`src/rtl/core/lkv_pkg.sv`:
```
// Shared types and constants for the LRU key-value cache.
package lkv_pkg;

    // Request controller states.
    typedef enum logic [1:0] {
        ST_IDLE,
        ST_SCAN,
        ST_WRITE
    } state_t;

    // Request type codes.
    localparam logic REQ_GET = 1'b0;
    localparam logic REQ_PUT = 1'b1;

    // Configuration register max_entries.
    localparam int              MAX_ENTRIES_W     = 5;
    localparam logic [4:0]      MAX_ENTRIES_RESET = 5'd16;
    localparam int              APB_DATA_W        = 32;

    // Widest slot index and recency rank over the supported entry counts (up to 64).
    localparam int SLOT_MAX_W = 6;
    localparam int RANK_MAX_W = 7;

    // Promotion command from the request controller to the recency tracker.
    typedef struct packed {
        logic                  en;     // apply a promotion this cycle
        logic                  fresh;  // slot becomes valid (insert into an empty slot)
        logic [SLOT_MAX_W-1:0] slot;   // slot that becomes most recent
        logic [RANK_MAX_W-1:0] rank;   // previous rank of that slot
    } promote_cmd_t;

endpackage

```
`src/rtl/core/lkv_store.sv`:
```
// Key and value storage: a synchronous single-write, single-read memory.
module lkv_store #(
    parameter int ENTRIES    = 16,
    parameter int KEY_BITS   = 16,
    parameter int VALUE_BITS = 32,
    localparam int IDX_W     = (ENTRIES > 1) ? $clog2(ENTRIES) : 1
) (
    input  logic                  aclk,
    input  logic                  rd_en,
    input  logic [IDX_W-1:0]      rd_addr,
    output logic [KEY_BITS-1:0]   rd_key,
    output logic [VALUE_BITS-1:0] rd_value,
    input  logic                  wr_en,
    input  logic [IDX_W-1:0]      wr_addr,
    input  logic [KEY_BITS-1:0]   wr_key,
    input  logic [VALUE_BITS-1:0] wr_value
);

    logic [KEY_BITS+VALUE_BITS-1:0] mem [ENTRIES];
    logic [KEY_BITS+VALUE_BITS-1:0] rd_data_reg;

    always_ff @(posedge aclk) begin
        if (wr_en) begin
            mem[wr_addr] <= {wr_key, wr_value};
        end
        if (rd_en) begin
            rd_data_reg <= mem[rd_addr];
        end
    end

    assign rd_key   = rd_data_reg[KEY_BITS+VALUE_BITS-1:VALUE_BITS];
    assign rd_value = rd_data_reg[VALUE_BITS-1:0];

endmodule

```
`src/rtl/core/lkv_rank.sv`:
```
// Valid bits and recency ranks of all slots, with the promotion update.
module lkv_rank #(
    parameter int ENTRIES = 16,
    localparam int IDX_W  = (ENTRIES > 1) ? $clog2(ENTRIES) : 1,
    localparam int RANK_W = $clog2(ENTRIES + 1)
) (
    input  logic                 aclk,
    input  logic                 aresetn,
    input  lkv_pkg::promote_cmd_t cmd,
    input  logic [IDX_W-1:0]     rd_idx,
    output logic [RANK_W-1:0]    rd_rank,
    output logic [ENTRIES-1:0]   valid_vec
);

    localparam int SLOT_W = lkv_pkg::SLOT_MAX_W;

    logic [RANK_W-1:0]  rank_reg [ENTRIES];
    logic [ENTRIES-1:0] valid_reg;

    // Promotion: the chosen slot becomes rank zero, and every other valid slot
    // that was more recent than it ages by one.
    always_ff @(posedge aclk) begin
        if (!aresetn) begin
            valid_reg <= '0;
            for (int i = 0; i < ENTRIES; i++) begin
                rank_reg[i] <= '0;
            end
        end else if (cmd.en) begin
            for (int i = 0; i < ENTRIES; i++) begin
                if (cmd.slot == SLOT_W'(i)) begin
                    rank_reg[i]  <= '0;
                    valid_reg[i] <= 1'b1;
                end else if (valid_reg[i] && (rank_reg[i] < cmd.rank[RANK_W-1:0])) begin
                    rank_reg[i] <= rank_reg[i] + RANK_W'(1);
                end
            end
        end
    end

    assign rd_rank   = rank_reg[rd_idx];
    assign valid_vec = valid_reg;

endmodule

```
`src/rtl/core/lru_key_value_cache.sv`:
```
// Fully associative key-value cache with least-recently-used replacement.
// Requests are processed one at a time: a new request is accepted only in the idle state.
// Each request passes through a scan, in which the single memory read port walks every
// slot once and the compare of the last slot trails the final read, then a write-back
// state that waits while the result register is full, then idle, where the next one is accepted.
// Reset: synchronous, active low; clears valid bits, ranks, occupancy and sets
// max_entries to 16. The key/value memory is not cleared; its contents are used only for valid slots.
module lru_key_value_cache #(
    parameter int ENTRIES    = 16,
    parameter int KEY_BITS   = 16,
    parameter int VALUE_BITS = 32
) (
    input  logic                  aclk,
    input  logic                  aresetn,
    // Configuration port.
    input  logic                  psel,
    input  logic                  penable,
    input  logic                  pwrite,
    input  logic [1:0]            paddr,
    input  logic [31:0]           pwdata,
    output logic [31:0]           prdata,
    output logic                  pready,
    // Request channel.
    input  logic                  s_valid,
    output logic                  s_ready,
    input  logic                  s_req_type,
    input  logic [KEY_BITS-1:0]   s_key,
    input  logic [VALUE_BITS-1:0] s_value,
    // Result channel.
    output logic                  m_valid,
    input  logic                  m_ready,
    output logic                  m_hit,
    output logic [VALUE_BITS-1:0] m_read_value
);

    localparam int IDX_W  = (ENTRIES > 1) ? $clog2(ENTRIES) : 1;
    localparam int CNT_W  = $clog2(ENTRIES + 1);
    localparam int RANK_W = $clog2(ENTRIES + 1);
    localparam int MEW    = lkv_pkg::MAX_ENTRIES_W;
    localparam int CMP_W  = (CNT_W > MEW) ? CNT_W : MEW;

    // Control state.
    lkv_pkg::state_t    state_reg, state_next;
    logic [CNT_W-1:0]   iss_reg, iss_next;
    logic               cmp_pend_reg, cmp_pend_next;
    logic               found_reg, found_next;
    logic               free_reg, free_next;
    logic               evict_reg, evict_next;
    logic [CNT_W-1:0]   used_reg, used_next;
    logic [MEW-1:0]     max_entries_reg, max_entries_next;
    logic               m_valid_reg, m_valid_next;

    // Payload state.
    logic [IDX_W-1:0]      cmp_idx_reg, cmp_idx_next;
    logic                  req_put_reg, req_put_next;
    logic [KEY_BITS-1:0]   req_key_reg, req_key_next;
    logic [VALUE_BITS-1:0] req_value_reg, req_value_next;
    logic [IDX_W-1:0]      found_idx_reg, found_idx_next;
    logic [RANK_W-1:0]     found_rank_reg, found_rank_next;
    logic [VALUE_BITS-1:0] found_value_reg, found_value_next;
    logic [IDX_W-1:0]      free_idx_reg, free_idx_next;
    logic [IDX_W-1:0]      evict_idx_reg, evict_idx_next;
    logic [RANK_W-1:0]     evict_rank_reg, evict_rank_next;
    logic                  m_hit_reg, m_hit_next;
    logic [VALUE_BITS-1:0] m_read_value_reg, m_read_value_next;

    // Memory and tracker connections.
    logic                  rd_en;
    logic [IDX_W-1:0]      rd_addr;
    logic [KEY_BITS-1:0]   rd_key;
    logic [VALUE_BITS-1:0] rd_value;
    logic                  wr_en;
    logic [IDX_W-1:0]      wr_addr;
    logic [RANK_W-1:0]     rd_rank;
    logic [ENTRIES-1:0]    valid_vec;
    lkv_pkg::promote_cmd_t promote_cmd;

    // Scan and write-back helpers.
    logic                  s_fire;
    logic                  cfg_write;
    logic                  slot_valid;
    logic                  entry_match;
    logic                  advance;
    logic [CMP_W-1:0]      cap;
    logic [CMP_W-1:0]      max_ext;
    logic                  use_free;
    logic                  do_promote;
    logic                  fresh;
    logic [IDX_W-1:0]      slot_sel;
    logic [RANK_W-1:0]     slot_rank;

    lkv_store #(
        .ENTRIES    (ENTRIES),
        .KEY_BITS   (KEY_BITS),
        .VALUE_BITS (VALUE_BITS)
    ) u_store (
        .aclk     (aclk),
        .rd_en    (rd_en),
        .rd_addr  (rd_addr),
        .rd_key   (rd_key),
        .rd_value (rd_value),
        .wr_en    (wr_en),
        .wr_addr  (wr_addr),
        .wr_key   (req_key_reg),
        .wr_value (req_value_reg)
    );

    lkv_rank #(
        .ENTRIES (ENTRIES)
    ) u_rank (
        .aclk      (aclk),
        .aresetn   (aresetn),
        .cmd       (promote_cmd),
        .rd_idx    (cmp_idx_reg),
        .rd_rank   (rd_rank),
        .valid_vec (valid_vec)
    );

    // The register file holds one register, so every address selects max_entries.
    assign pready    = 1'b1;
    assign prdata    = {{(lkv_pkg::APB_DATA_W - MEW){1'b0}}, max_entries_reg};
    assign cfg_write = psel && penable && pwrite && pready;

    assign s_ready      = (state_reg == lkv_pkg::ST_IDLE);
    assign s_fire       = s_valid && s_ready;
    assign m_valid      = m_valid_reg;
    assign m_hit        = m_hit_reg;
    assign m_read_value = m_read_value_reg;

    // A result can be loaded when the output register is empty or being drained.
    assign advance = !m_valid_reg || m_ready;

    // The memory read port walks every slot in turn; the comparison runs in the cycle after each read.
    assign rd_en       = (state_reg == lkv_pkg::ST_SCAN) && (iss_reg != CNT_W'(ENTRIES));
    assign rd_addr     = iss_reg[IDX_W-1:0];
    assign slot_valid  = valid_vec[cmp_idx_reg];
    assign entry_match = cmp_pend_reg && slot_valid && (rd_key == req_key_reg);

    // Effective capacity: zero counts as one and anything above the slot count is clipped.
    assign max_ext = CMP_W'(max_entries_reg);
    always_comb begin
        if (max_entries_reg == '0) begin
            cap = CMP_W'(1);
        end else if (max_ext > CMP_W'(ENTRIES)) begin
            cap = CMP_W'(ENTRIES);
        end else begin
            cap = max_ext;
        end
    end

    // Target slot for the write-back: the hit slot, else a free slot while below
    // capacity, else the least recently used valid slot.
    assign use_free = (CMP_W'(used_reg) < cap) && free_reg;
    always_comb begin
        fresh     = 1'b0;
        slot_sel  = '0;
        slot_rank = RANK_W'(ENTRIES);
        priority if (found_reg) begin
            slot_sel  = found_idx_reg;
            slot_rank = found_rank_reg;
        end else if (use_free) begin
            slot_sel = free_idx_reg;
            fresh    = 1'b1;
        end else if (evict_reg) begin
            slot_sel  = evict_idx_reg;
            slot_rank = evict_rank_reg;
        end else begin
            fresh = 1'b1;
        end
    end

    assign do_promote = (state_reg == lkv_pkg::ST_WRITE) && advance
                        && (found_reg || (req_put_reg == lkv_pkg::REQ_PUT));
    assign wr_en      = (state_reg == lkv_pkg::ST_WRITE) && advance
                        && (req_put_reg == lkv_pkg::REQ_PUT);
    assign wr_addr    = slot_sel;

    always_comb begin
        promote_cmd       = '0;
        promote_cmd.en    = do_promote;
        promote_cmd.fresh = fresh && !found_reg;
        promote_cmd.slot[IDX_W-1:0]  = slot_sel;
        promote_cmd.rank[RANK_W-1:0] = slot_rank;
    end

    // Next-state and datapath control.
    always_comb begin
        state_next        = state_reg;
        iss_next          = iss_reg;
        cmp_pend_next     = 1'b0;
        found_next        = found_reg;
        free_next         = free_reg;
        evict_next        = evict_reg;
        used_next         = used_reg;
        max_entries_next  = max_entries_reg;
        m_valid_next      = m_valid_reg;
        cmp_idx_next      = cmp_idx_reg;
        req_put_next      = req_put_reg;
        req_key_next      = req_key_reg;
        req_value_next    = req_value_reg;
        found_idx_next    = found_idx_reg;
        found_rank_next   = found_rank_reg;
        found_value_next  = found_value_reg;
        free_idx_next     = free_idx_reg;
        evict_idx_next    = evict_idx_reg;
        evict_rank_next   = evict_rank_reg;
        m_hit_next        = m_hit_reg;
        m_read_value_next = m_read_value_reg;

        if (cfg_write) begin
            max_entries_next = pwdata[MEW-1:0];
        end
        if (m_valid_reg && m_ready) begin
            m_valid_next = 1'b0;
        end

        unique case (state_reg)
            lkv_pkg::ST_IDLE: begin
                if (s_fire) begin
                    req_put_next   = s_req_type;
                    req_key_next   = s_key;
                    req_value_next = s_value;
                    iss_next       = '0;
                    found_next     = 1'b0;
                    free_next      = 1'b0;
                    evict_next     = 1'b0;
                    state_next     = lkv_pkg::ST_SCAN;
                end
            end
            lkv_pkg::ST_SCAN: begin
                if (rd_en) begin
                    cmp_pend_next = 1'b1;
                    cmp_idx_next  = rd_addr;
                    iss_next      = iss_reg + CNT_W'(1);
                end else begin
                    state_next = lkv_pkg::ST_WRITE;
                end
                // Keep the first match, the first empty slot and the oldest valid slot.
                if (entry_match && !found_reg) begin
                    found_next       = 1'b1;
                    found_idx_next   = cmp_idx_reg;
                    found_rank_next  = rd_rank;
                    found_value_next = rd_value;
                end
                if (cmp_pend_reg && !slot_valid && !free_reg) begin
                    free_next     = 1'b1;
                    free_idx_next = cmp_idx_reg;
                end
                if (cmp_pend_reg && slot_valid && (!evict_reg || (rd_rank > evict_rank_reg))) begin
                    evict_next      = 1'b1;
                    evict_idx_next  = cmp_idx_reg;
                    evict_rank_next = rd_rank;
                end
            end
            lkv_pkg::ST_WRITE: begin
                if (advance) begin
                    m_valid_next      = 1'b1;
                    m_hit_next        = found_reg;
                    m_read_value_next = (found_reg && (req_put_reg == lkv_pkg::REQ_GET))
                                        ? found_value_reg : '0;
                    if (!found_reg && (req_put_reg == lkv_pkg::REQ_PUT) && fresh) begin
                        used_next = used_reg + CNT_W'(1);
                    end
                    state_next = lkv_pkg::ST_IDLE;
                end
            end
            default: begin
                state_next = lkv_pkg::ST_IDLE;
            end
        endcase
    end

    always_ff @(posedge aclk) begin
        if (!aresetn) begin
            state_reg       <= lkv_pkg::ST_IDLE;
            iss_reg         <= '0;
            cmp_pend_reg    <= 1'b0;
            found_reg       <= 1'b0;
            free_reg        <= 1'b0;
            evict_reg       <= 1'b0;
            used_reg        <= '0;
            max_entries_reg <= lkv_pkg::MAX_ENTRIES_RESET;
            m_valid_reg     <= 1'b0;
        end else begin
            state_reg       <= state_next;
            iss_reg         <= iss_next;
            cmp_pend_reg    <= cmp_pend_next;
            found_reg       <= found_next;
            free_reg        <= free_next;
            evict_reg       <= evict_next;
            used_reg        <= used_next;
            max_entries_reg <= max_entries_next;
            m_valid_reg     <= m_valid_next;
        end
    end

    always_ff @(posedge aclk) begin
        cmp_idx_reg      <= cmp_idx_next;
        req_put_reg      <= req_put_next;
        req_key_reg      <= req_key_next;
        req_value_reg    <= req_value_next;
        found_idx_reg    <= found_idx_next;
        found_rank_reg   <= found_rank_next;
        found_value_reg  <= found_value_next;
        free_idx_reg     <= free_idx_next;
        evict_idx_reg    <= evict_idx_next;
        evict_rank_reg   <= evict_rank_next;
        m_hit_reg        <= m_hit_next;
        m_read_value_reg <= m_read_value_next;
    end

    // The occupancy counter always matches the number of valid slots.
    a_used_matches_valid: assert property (@(posedge aclk) disable iff (!aresetn)
        $countones(valid_vec) == used_reg)
        else $error("occupancy count differs from the number of valid slots");

    // A miss never carries a value.
    a_miss_value_zero: assert property (@(posedge aclk) disable iff (!aresetn)
        (m_valid_reg && !m_hit_reg) |-> (m_read_value_reg == '0))
        else $error("miss result carries a nonzero value");

    // A recorded hit always points at a valid slot.
    a_found_slot_valid: assert property (@(posedge aclk) disable iff (!aresetn)
        found_reg |-> valid_vec[found_idx_reg])
        else $error("hit recorded on an invalid slot");

    // The memory and the recency ranks are never updated while the key walk is in progress.
    a_no_write_in_scan: assert property (@(posedge aclk) disable iff (!aresetn)
        (state_reg == lkv_pkg::ST_SCAN) |-> (!wr_en && !promote_cmd.en))
        else $error("state update during the key walk");

endmodule
```
`config.mk`:
```
export PLATFORM = sky130hd
export DESIGN_NAME = lru_key_value_cache
export DESIGN_NICKNAME = d
export VERILOG_FILES = /design/src/rtl/core/lkv_pkg.sv /design/src/rtl/core/lkv_store.sv /design/src/rtl/core/lkv_rank.sv /design/src/rtl/core/lru_key_value_cache.sv
export SDC_FILE = /design/constraint.sdc
export NUM_CORES = 1
export LEC_CHECK = 0
export ABC_AREA = 1
export CAP_MARGIN = 20
export CORE_ASPECT_RATIO = 0.8
export CORE_MARGIN = 2
export CORE_UTILIZATION = 40
export DETAILED_ROUTE_END_ITERATION = 16
export DONT_BUFFER_PORTS = 1
export HOLD_SLACK_MARGIN = 0.03
export PLACE_DENSITY = 0.59
export RECOVER_POWER = 50
export REMOVE_ABC_BUFFERS = 1
export SKIP_CTS_REPAIR_TIMING = 1
export SLEW_MARGIN = 20
export SYNTH_ARGS = -nofsm -noshare
export SYNTH_HDL_FRONTEND = slang
export SYNTH_SLANG_ARGS = --single-unit
export TNS_END_PERCENT = 5
```
`constraint.sdc`:
```
create_clock -name aclk -period 7.2 [get_ports aclk]
set_input_delay 0 -clock aclk [delete_from_list [all_inputs] [get_ports aclk]]
set_output_delay 0 -clock aclk [all_outputs]
set_load 0.01 [all_outputs]
```
==> impl_metrics.env, run 1 <==
export IMPL_status="finished with violations"
export IMPL_failed_checks="max-capacitance violations, max-slew violations"
export IMPL_setup_violations=0
export IMPL_netlist_area_um2=44230
export IMPL_endpoint_kind="flop"
export IMPL_cts_max_level=3
export IMPL_drcViolationCount=0
export IMPL_start_util_pct=40.19
export IMPL_postRouteAntennaNets=0
export IMPL_synth_compound_area_share_pct=9.643
export IMPL_syn_to_final_growth_pct=13.63
export IMPL_synth_warnings=0
export IMPL_yosys_top_cells_count="1036 x edfxtp_1, 542 x nor2_1, 444 x o21ai_0"
export IMPL_die_h_um=301.4
export IMPL_post_drt_wl_per_cell_um=21.42
export IMPL_synth_simple_gate_area_share_pct=10.77
export IMPL_clk_pin_slew_worst_paths_ns=0.06
export IMPL_die_w_um=375.8
export IMPL_crit_path_frequent_cell="nor2_1"
export IMPL_reg2reg_depth=10
export IMPL_power_density_nw_per_um2=272.8
export IMPL_cts_tree="built"
export IMPL_synthArstFlopShare_pct=0
export IMPL_arrival_ns=5.58
export IMPL_hpwlAfterDp_mm=55.16
export IMPL_synth_top_family_by_area="simple AND/OR/NAND/NOR gates"
export IMPL_vias_per_cell=5.346
export IMPL_critPathRequiredTime_ns=7.77
export IMPL_drt_iter0_drc=2747
export IMPL_max_cap_violations=6
export IMPL_crit_family="buffers and inverters"
export IMPL_timing_final_hold_violations=0
export IMPL_clockRootBuffer="clkbuf_16"
export IMPL_power_combinational_fraction_pct=7.0
export IMPL_nNetsFinal=3779
export IMPL_period_share_pct=69.51
export IMPL_max_slew_margin_pct=-200.0
export IMPL_grt_overflow=0
export IMPL_place_ws_ns=3.159
export IMPL_ys_seq_area_share_pct=72.23
export IMPL_cp_depth=10
export IMPL_io_pins=158
export IMPL_antennaDiodeCount=0
export IMPL_setup_ws_ns=2.195
export IMPL_r2r_end="iss_reg[4]"
export IMPL_port_buffers=0
export IMPL_synthTopCellsByArea="edfxtp_1 70%, o21ai_0 5.0%, nor2_1 4.6%"
export IMPL_tightest_slew_ns=4.500
export IMPL_cts_buffer_depth=3
export IMPL_path_class="reg -> reg"
export IMPL_ys_ff_latch=1078
export IMPL_startpoint_type="flop"
export IMPL_crit_chain="nor2_1 -> nand2_1 -> clkinvlp_2 -> clkbuf_1 -> nor2_1 -> inv_1 -> nand2_1 -> nor2_1 -> xnor2_1 -> nor2_1"
export IMPL_synthCells=3532
export IMPL_grt_pass1_wl_mm=162.4
export IMPL_numCtsBuffers=103
export IMPL_gr_usage_all_layers_pct=19.02
export IMPL_gp_congestion=0.8333
export IMPL_rsz0062_at_grt="no"
export IMPL_grt_pass1_vias=25088
export IMPL_numClockSinks=1078
export IMPL_largest_reg_flops=768
export IMPL_maxSlewViolCount=342
export IMPL_p_sw_share_pct=23.33
export IMPL_fill_cells=9882
export IMPL_p_sw_mw=3.199
export IMPL_clock_latency_ns=0.70
export IMPL_synth_edf_count=1036
export IMPL_avgSynthCellArea_um2=12.52
export IMPL_dr_pass1_iters=5
export IMPL_power_frac_seq_pct=52.3
export IMPL_grt_start_max_net_pins=201
export IMPL_slowest_stage="clkbuf_1"
export IMPL_synthDistinctLibCells=41
export IMPL_regToRegSetupSlack_ns=2.20
export IMPL_drive_gt1_share_pct=7.372
export IMPL_endpoint="iss_reg[4]"
export IMPL_min_path_type="in -> reg"
export IMPL_fmax_ghz=0.1998
export IMPL_yosysMostFrequentCell="edfxtp_1"
export IMPL_cpPeakStageDelay_ns=1.58
export IMPL_clock_power_share_pct=40.7
export IMPL_synth_main_ff_cell="edfxtp_1"
export IMPL_vias=27511
export IMPL_worstPathMaxFanout=28
export IMPL_row_count=109
export IMPL_synth_adder_area_share_pct=2.150
export IMPL_design_die_area_um2=113300
export IMPL_synth_top_area_share_pct=70.33
export IMPL_synth_mux_area_share_pct=0.2715
export IMPL_coreArea_um2=110100
export IMPL_fin_tns_setup_ns=0
export IMPL_wirelength_mm=110.2
export IMPL_whs_path_depth=1
export IMPL_ir_worst_vdd_mv=0.1986
export IMPL_crit_buf_inv=3
export IMPL_critPathLaunch="state_reg[0]"
export IMPL_cellLeakagePower_nw=17.05
export IMPL_p_int_mw=10.51
export IMPL_skew_ns=0.02965
export IMPL_synth_top_cell_by_area="edfxtp_1"
export IMPL_synth_xor_area_share_pct=1.188
export IMPL_period_needed_ns=5.005
export IMPL_antenna_found_initial=1
export IMPL_reg2reg_from="state_reg[0]"
[metal layers]
metal | vias to the layer above | track usage [%] | share of wire [%]
li1 | 12892 | - | -
met1 | 13559 | 27.81 | 46
met2 | 913 | 29.74 | 46
met3 | 145 | 2.926 | 6.3
met4 | 2 | 4.905 | 2.0
met5 | - | 0 | 0.014
[worst register-to-register path, cell delays in order, from the launching register on]
cell and delay (ns):
dfxtp_1 0.34, nor2_1 0.33, nand2_1 0.34, clkinvlp_2 1.16, clkbuf_1 1.58, nor2_1 0.44, inv_1 0.29, nand2_1 0.10
nor2_1 0.13, xnor2_1 0.13, nor2_1 0.05
[layout by cell type, fill, tap and decap left out, types with 13 or more instances in the layout]
cell	instances
nor2_1	534
xor2_1	41
nand2_2	13
bufinv_16	13
nand4_1	52
nand2_1	368
clkbuf_1	22
xnor2_1	19
a21oi_1	93
clkinv_1	19
clkbuf_16	106
dfxtp_1	40
buf_4	39
nor3_1	17
o22ai_1	194
nor2_4	15
o211ai_1	16
a21boi_0	15
dlygate4sd3_1	116
o21ai_0	444
nand3_1	89
inv_1	177
conb_1	28
edfxtp_1	1036
ha_1	76
clkinv_2	25
[cell type report]
type	instances	area [um^2]	area share [%]
Sequential cell	1078	31960	63.58
Multi-Input combinational cell	2084	10830	21.55
Clock buffer	124	2720	5.412
Tap cell	1443	1805	3.592
Timing Repair Buffer	161	1494	2.972
Clock inverter	71	748.2	1.489
Inverter	185	709.4	1.411
[cells by family after synthesis]
family	Yosys count
buffers and inverters	396
flip-flops	1078
AND/OR/NAND/NOR	1128
multiplexers	12
other	2
adder cells (fa/ha/maj)	76
AO/OA/AOI/OAI	780
XOR/XNOR	60
[through the flow]
step                power (mW)  utilization, %  hold slack (ns)  area, um^2  std cells
floorplan                7.889               -          0.09887       43380       3347
CTS                      13.76           44.69          -0.6573       49190       5029
global route             14.19           45.67          0.03224       50260       5146
global placement         8.187           41.54          0.09892       45710       4834
detailed placement       8.200           41.54          0.09891       45720       4834
finish                   13.71           45.67          0.08888       50260       5146
[power by group through the flow]
stage                     Sequential [mW]  Combinational (mW)  Clock [mW]
after floorplan                      7.30               0.589           0
after global placement               7.30               0.890           0
after detailed placement             7.30               0.898           0
after CTS                            7.17               0.900        5.69
after global routing                 7.19                1.08        5.93
final                                7.17               0.961        5.58
[worst min path at each step]
stage / from / endpoint
floorplan: s_key[0] / req_key_reg[0]
global placement: s_key[1] / req_key_reg[1]
global route: s_key[15] / req_key_reg[15]
detailed placement: s_value[4] / req_value_reg[4]
CTS: s_value[2] / req_value_reg[2]
finish: s_key[15] / req_key_reg[15]
(Power assumes the default switching activity.)
==> inputs of run 2 (changes only) <==
Clock period 7.2 ns to 5.1 ns, I/O delays scaled along.
==> impl_metrics.env, run 2 (synthesis gave the netlist of run 1 again) <==
export IMPL_slowest_stage="a21oi_2"
export IMPL_die_h_um=301.4
export IMPL_cpPeakStageDelay_ns=0.43
export IMPL_grt_pass1_vias=25718
export IMPL_max_slew_margin_pct=-24.49
export IMPL_vias_per_cell=5.335
export IMPL_crit_chain="inv_1 -> nand2_1 -> ha_1 -> a21oi_1 -> nor2_1 -> nor2_1 -> nand2_1 -> nand2_1 -> nor3_1 -> a21oi_2 -> buf_4 -> ha_1 -> a21oi_1 -> o21ai_0 -> o21ai_1 -> nand2_2 -> nand3_1"
export IMPL_path_class="reg -> reg"
export IMPL_die_w_um=375.8
export IMPL_wirelength_mm=110.4
export IMPL_layout_common_cells="1036 x edfxtp_1, 530 x nor2_1, 444 x o21ai_0"
export IMPL_dr_pass1_iters=6
export IMPL_period_share_pct=81.80
export IMPL_arrival_ns=4.54
export IMPL_maxSlewViolCount=288
export IMPL_grt_overflow=0
export IMPL_row_count=109
export IMPL_max_cap_violations=7
export IMPL_whs_ns=0.03507
export IMPL_gp_congestion=0.8414
export IMPL_endpoint_kind="flop"
export IMPL_post_drt_wl_per_cell_um=21.40
export IMPL_regArea_um2=31950
export IMPL_io_pins=158
export IMPL_tightest_slew_ns=1.867
export IMPL_status="finished with violations"
export IMPL_drt_iter0_drc=2679
export IMPL_rsz0062_at_grt="no"
export IMPL_grt_pass1_wl_mm=163.6
export IMPL_nNetsFinal=3793
export IMPL_hpwlAfterDp_mm=57.77
export IMPL_largest_reg_flops=768
export IMPL_final_common_cell="edfxtp_1"
export IMPL_startpoint_type="flop"
export IMPL_clockRootBuffer="clkbuf_16"
export IMPL_multi_input_area_um2=10860
export IMPL_fin_tns_setup_ns=0
export IMPL_numCtsBuffers=105
export IMPL_hold_end="req_key_reg[15]"
export IMPL_cts_max_level=3
export IMPL_r2r_end="u_rank.rank_reg[4][3]"
export IMPL_fin_util_pct=45.82
export IMPL_reg2reg_depth=17
export IMPL_final_cells=5158
export IMPL_vias=27518
export IMPL_fmax_ghz=0.2397
export IMPL_postRouteAntennaNets=0
export IMPL_critPathRequiredTime_ns=5.47
export IMPL_period_needed_ns=4.172
export IMPL_regToRegSetupSlack_ns=0.93
export IMPL_timing_final_hold_violations=0
export IMPL_drcViolationCount=0
export IMPL_whs_path_depth=1
export IMPL_dp_cells=4846
export IMPL_gr_usage_all_layers_pct=19.20
export IMPL_antenna_found_initial=2
export IMPL_reg2reg_from="max_entries_reg[4]"
export IMPL_power_density_nw_per_um2=381.3
export IMPL_crit_buf_inv=2
export IMPL_crit_family="simple AND/OR/NAND/NOR gates"
export IMPL_drive_gt1_share_pct=7.458
export IMPL_ir_worst_vdd_mv=0.2804
export IMPL_crit_path_frequent_cell="nand2_1"
export IMPL_setup_violations=0
export IMPL_skew_ns=0.02883
export IMPL_start_util_pct=40.19
export IMPL_syn_to_final_growth_pct=14.01
export IMPL_cts_tree="built"
export IMPL_critPathLaunch="max_entries_reg[4]"
export IMPL_cp_depth=17
export IMPL_port_buffers=0
export IMPL_cellLeakagePower_nw=17.08
export IMPL_cts_buffer_depth=3
export IMPL_fill_cells=9773
export IMPL_failed_checks="max-capacitance violations, max-slew violations"
export IMPL_clk_pin_slew_worst_paths_ns=0.06
export IMPL_numClockSinks=1078
export IMPL_design_die_area_um2=113300
export IMPL_worstPathMaxFanout=11
export IMPL_grt_start_max_net_pins=167
export IMPL_min_path_type="in -> reg"
export IMPL_hp_start="s_key[15]"
export IMPL_coreArea_um2=110100
export IMPL_clock_latency_ns=0.72
run 2: cell types whose count changed in the layout (fill, tap and decap cells not counted), sizes merged:
cell and change:
buf +9, bufinv -3, clkbuf +12, clkinv -10
clkinvlp +1, diode +1, inv +2
run 2: report_power, final:
| part | leakage, nW | switching, mW | internal (mW) | total, mW |
|---|---|---|---|---|
| clock | 1.65 | 3.37 | 4.39 | 7.76 |
| combinational | 5.62 | 0.896 | 0.444 | 1.34 |
| sequential | 9.82 | 0.226 | 9.90 | 10.1 |
| total | 17.1 | 4.49 | 14.7 | 19.2 |
run 2: worst max-delay path by stage:
stage / endpoint / slack [ns]
after floorplan: iss_reg[4] / -9.75
after global placement: u_rank.rank_reg[5][3] / 1.39
after detailed placement: u_rank.rank_reg[5][3] / 1.36
after CTS: u_rank.rank_reg[5][1] / 1.34
after global routing: u_rank.rank_reg[5][4] / 0.50
final: u_rank.rank_reg[4][3] / 0.93
run 2: per-layer routing:
metal	track usage (%)	up-vias	routed length (um)
li1	-	12897	-
met1	27.72	13490	50270
met2	29.31	960	49500
met3	4.089	169	8201
met4	5.536	2	2384
met5	0	-	13
run 2: area by class of cell:
type	count	area share, %
inverter	185	1.407
clock inverter	61	1.273
tap	1443	3.580
clock buffer	133	5.520
sequential	1078	63.36
timing repair buffer	173	3.322
antenna	1	0.004962
multi-input combinational	2084	21.53
run 2: metrics by stage:
stage | cell area, um^2 | power, mW | setup slack [ns]
6_report | 50430 | 19.23 | 0.9284
5_1_grt | 50430 | 19.91 | 0.5006
4_1_cts | 49320 | 19.30 | 1.338
3_5_place_dp | 45890 | 11.57 | 1.363
3_3_place_gp | 45890 | 11.56 | 1.389
2_1_floorplan | 43380 | 11.14 | -9.751
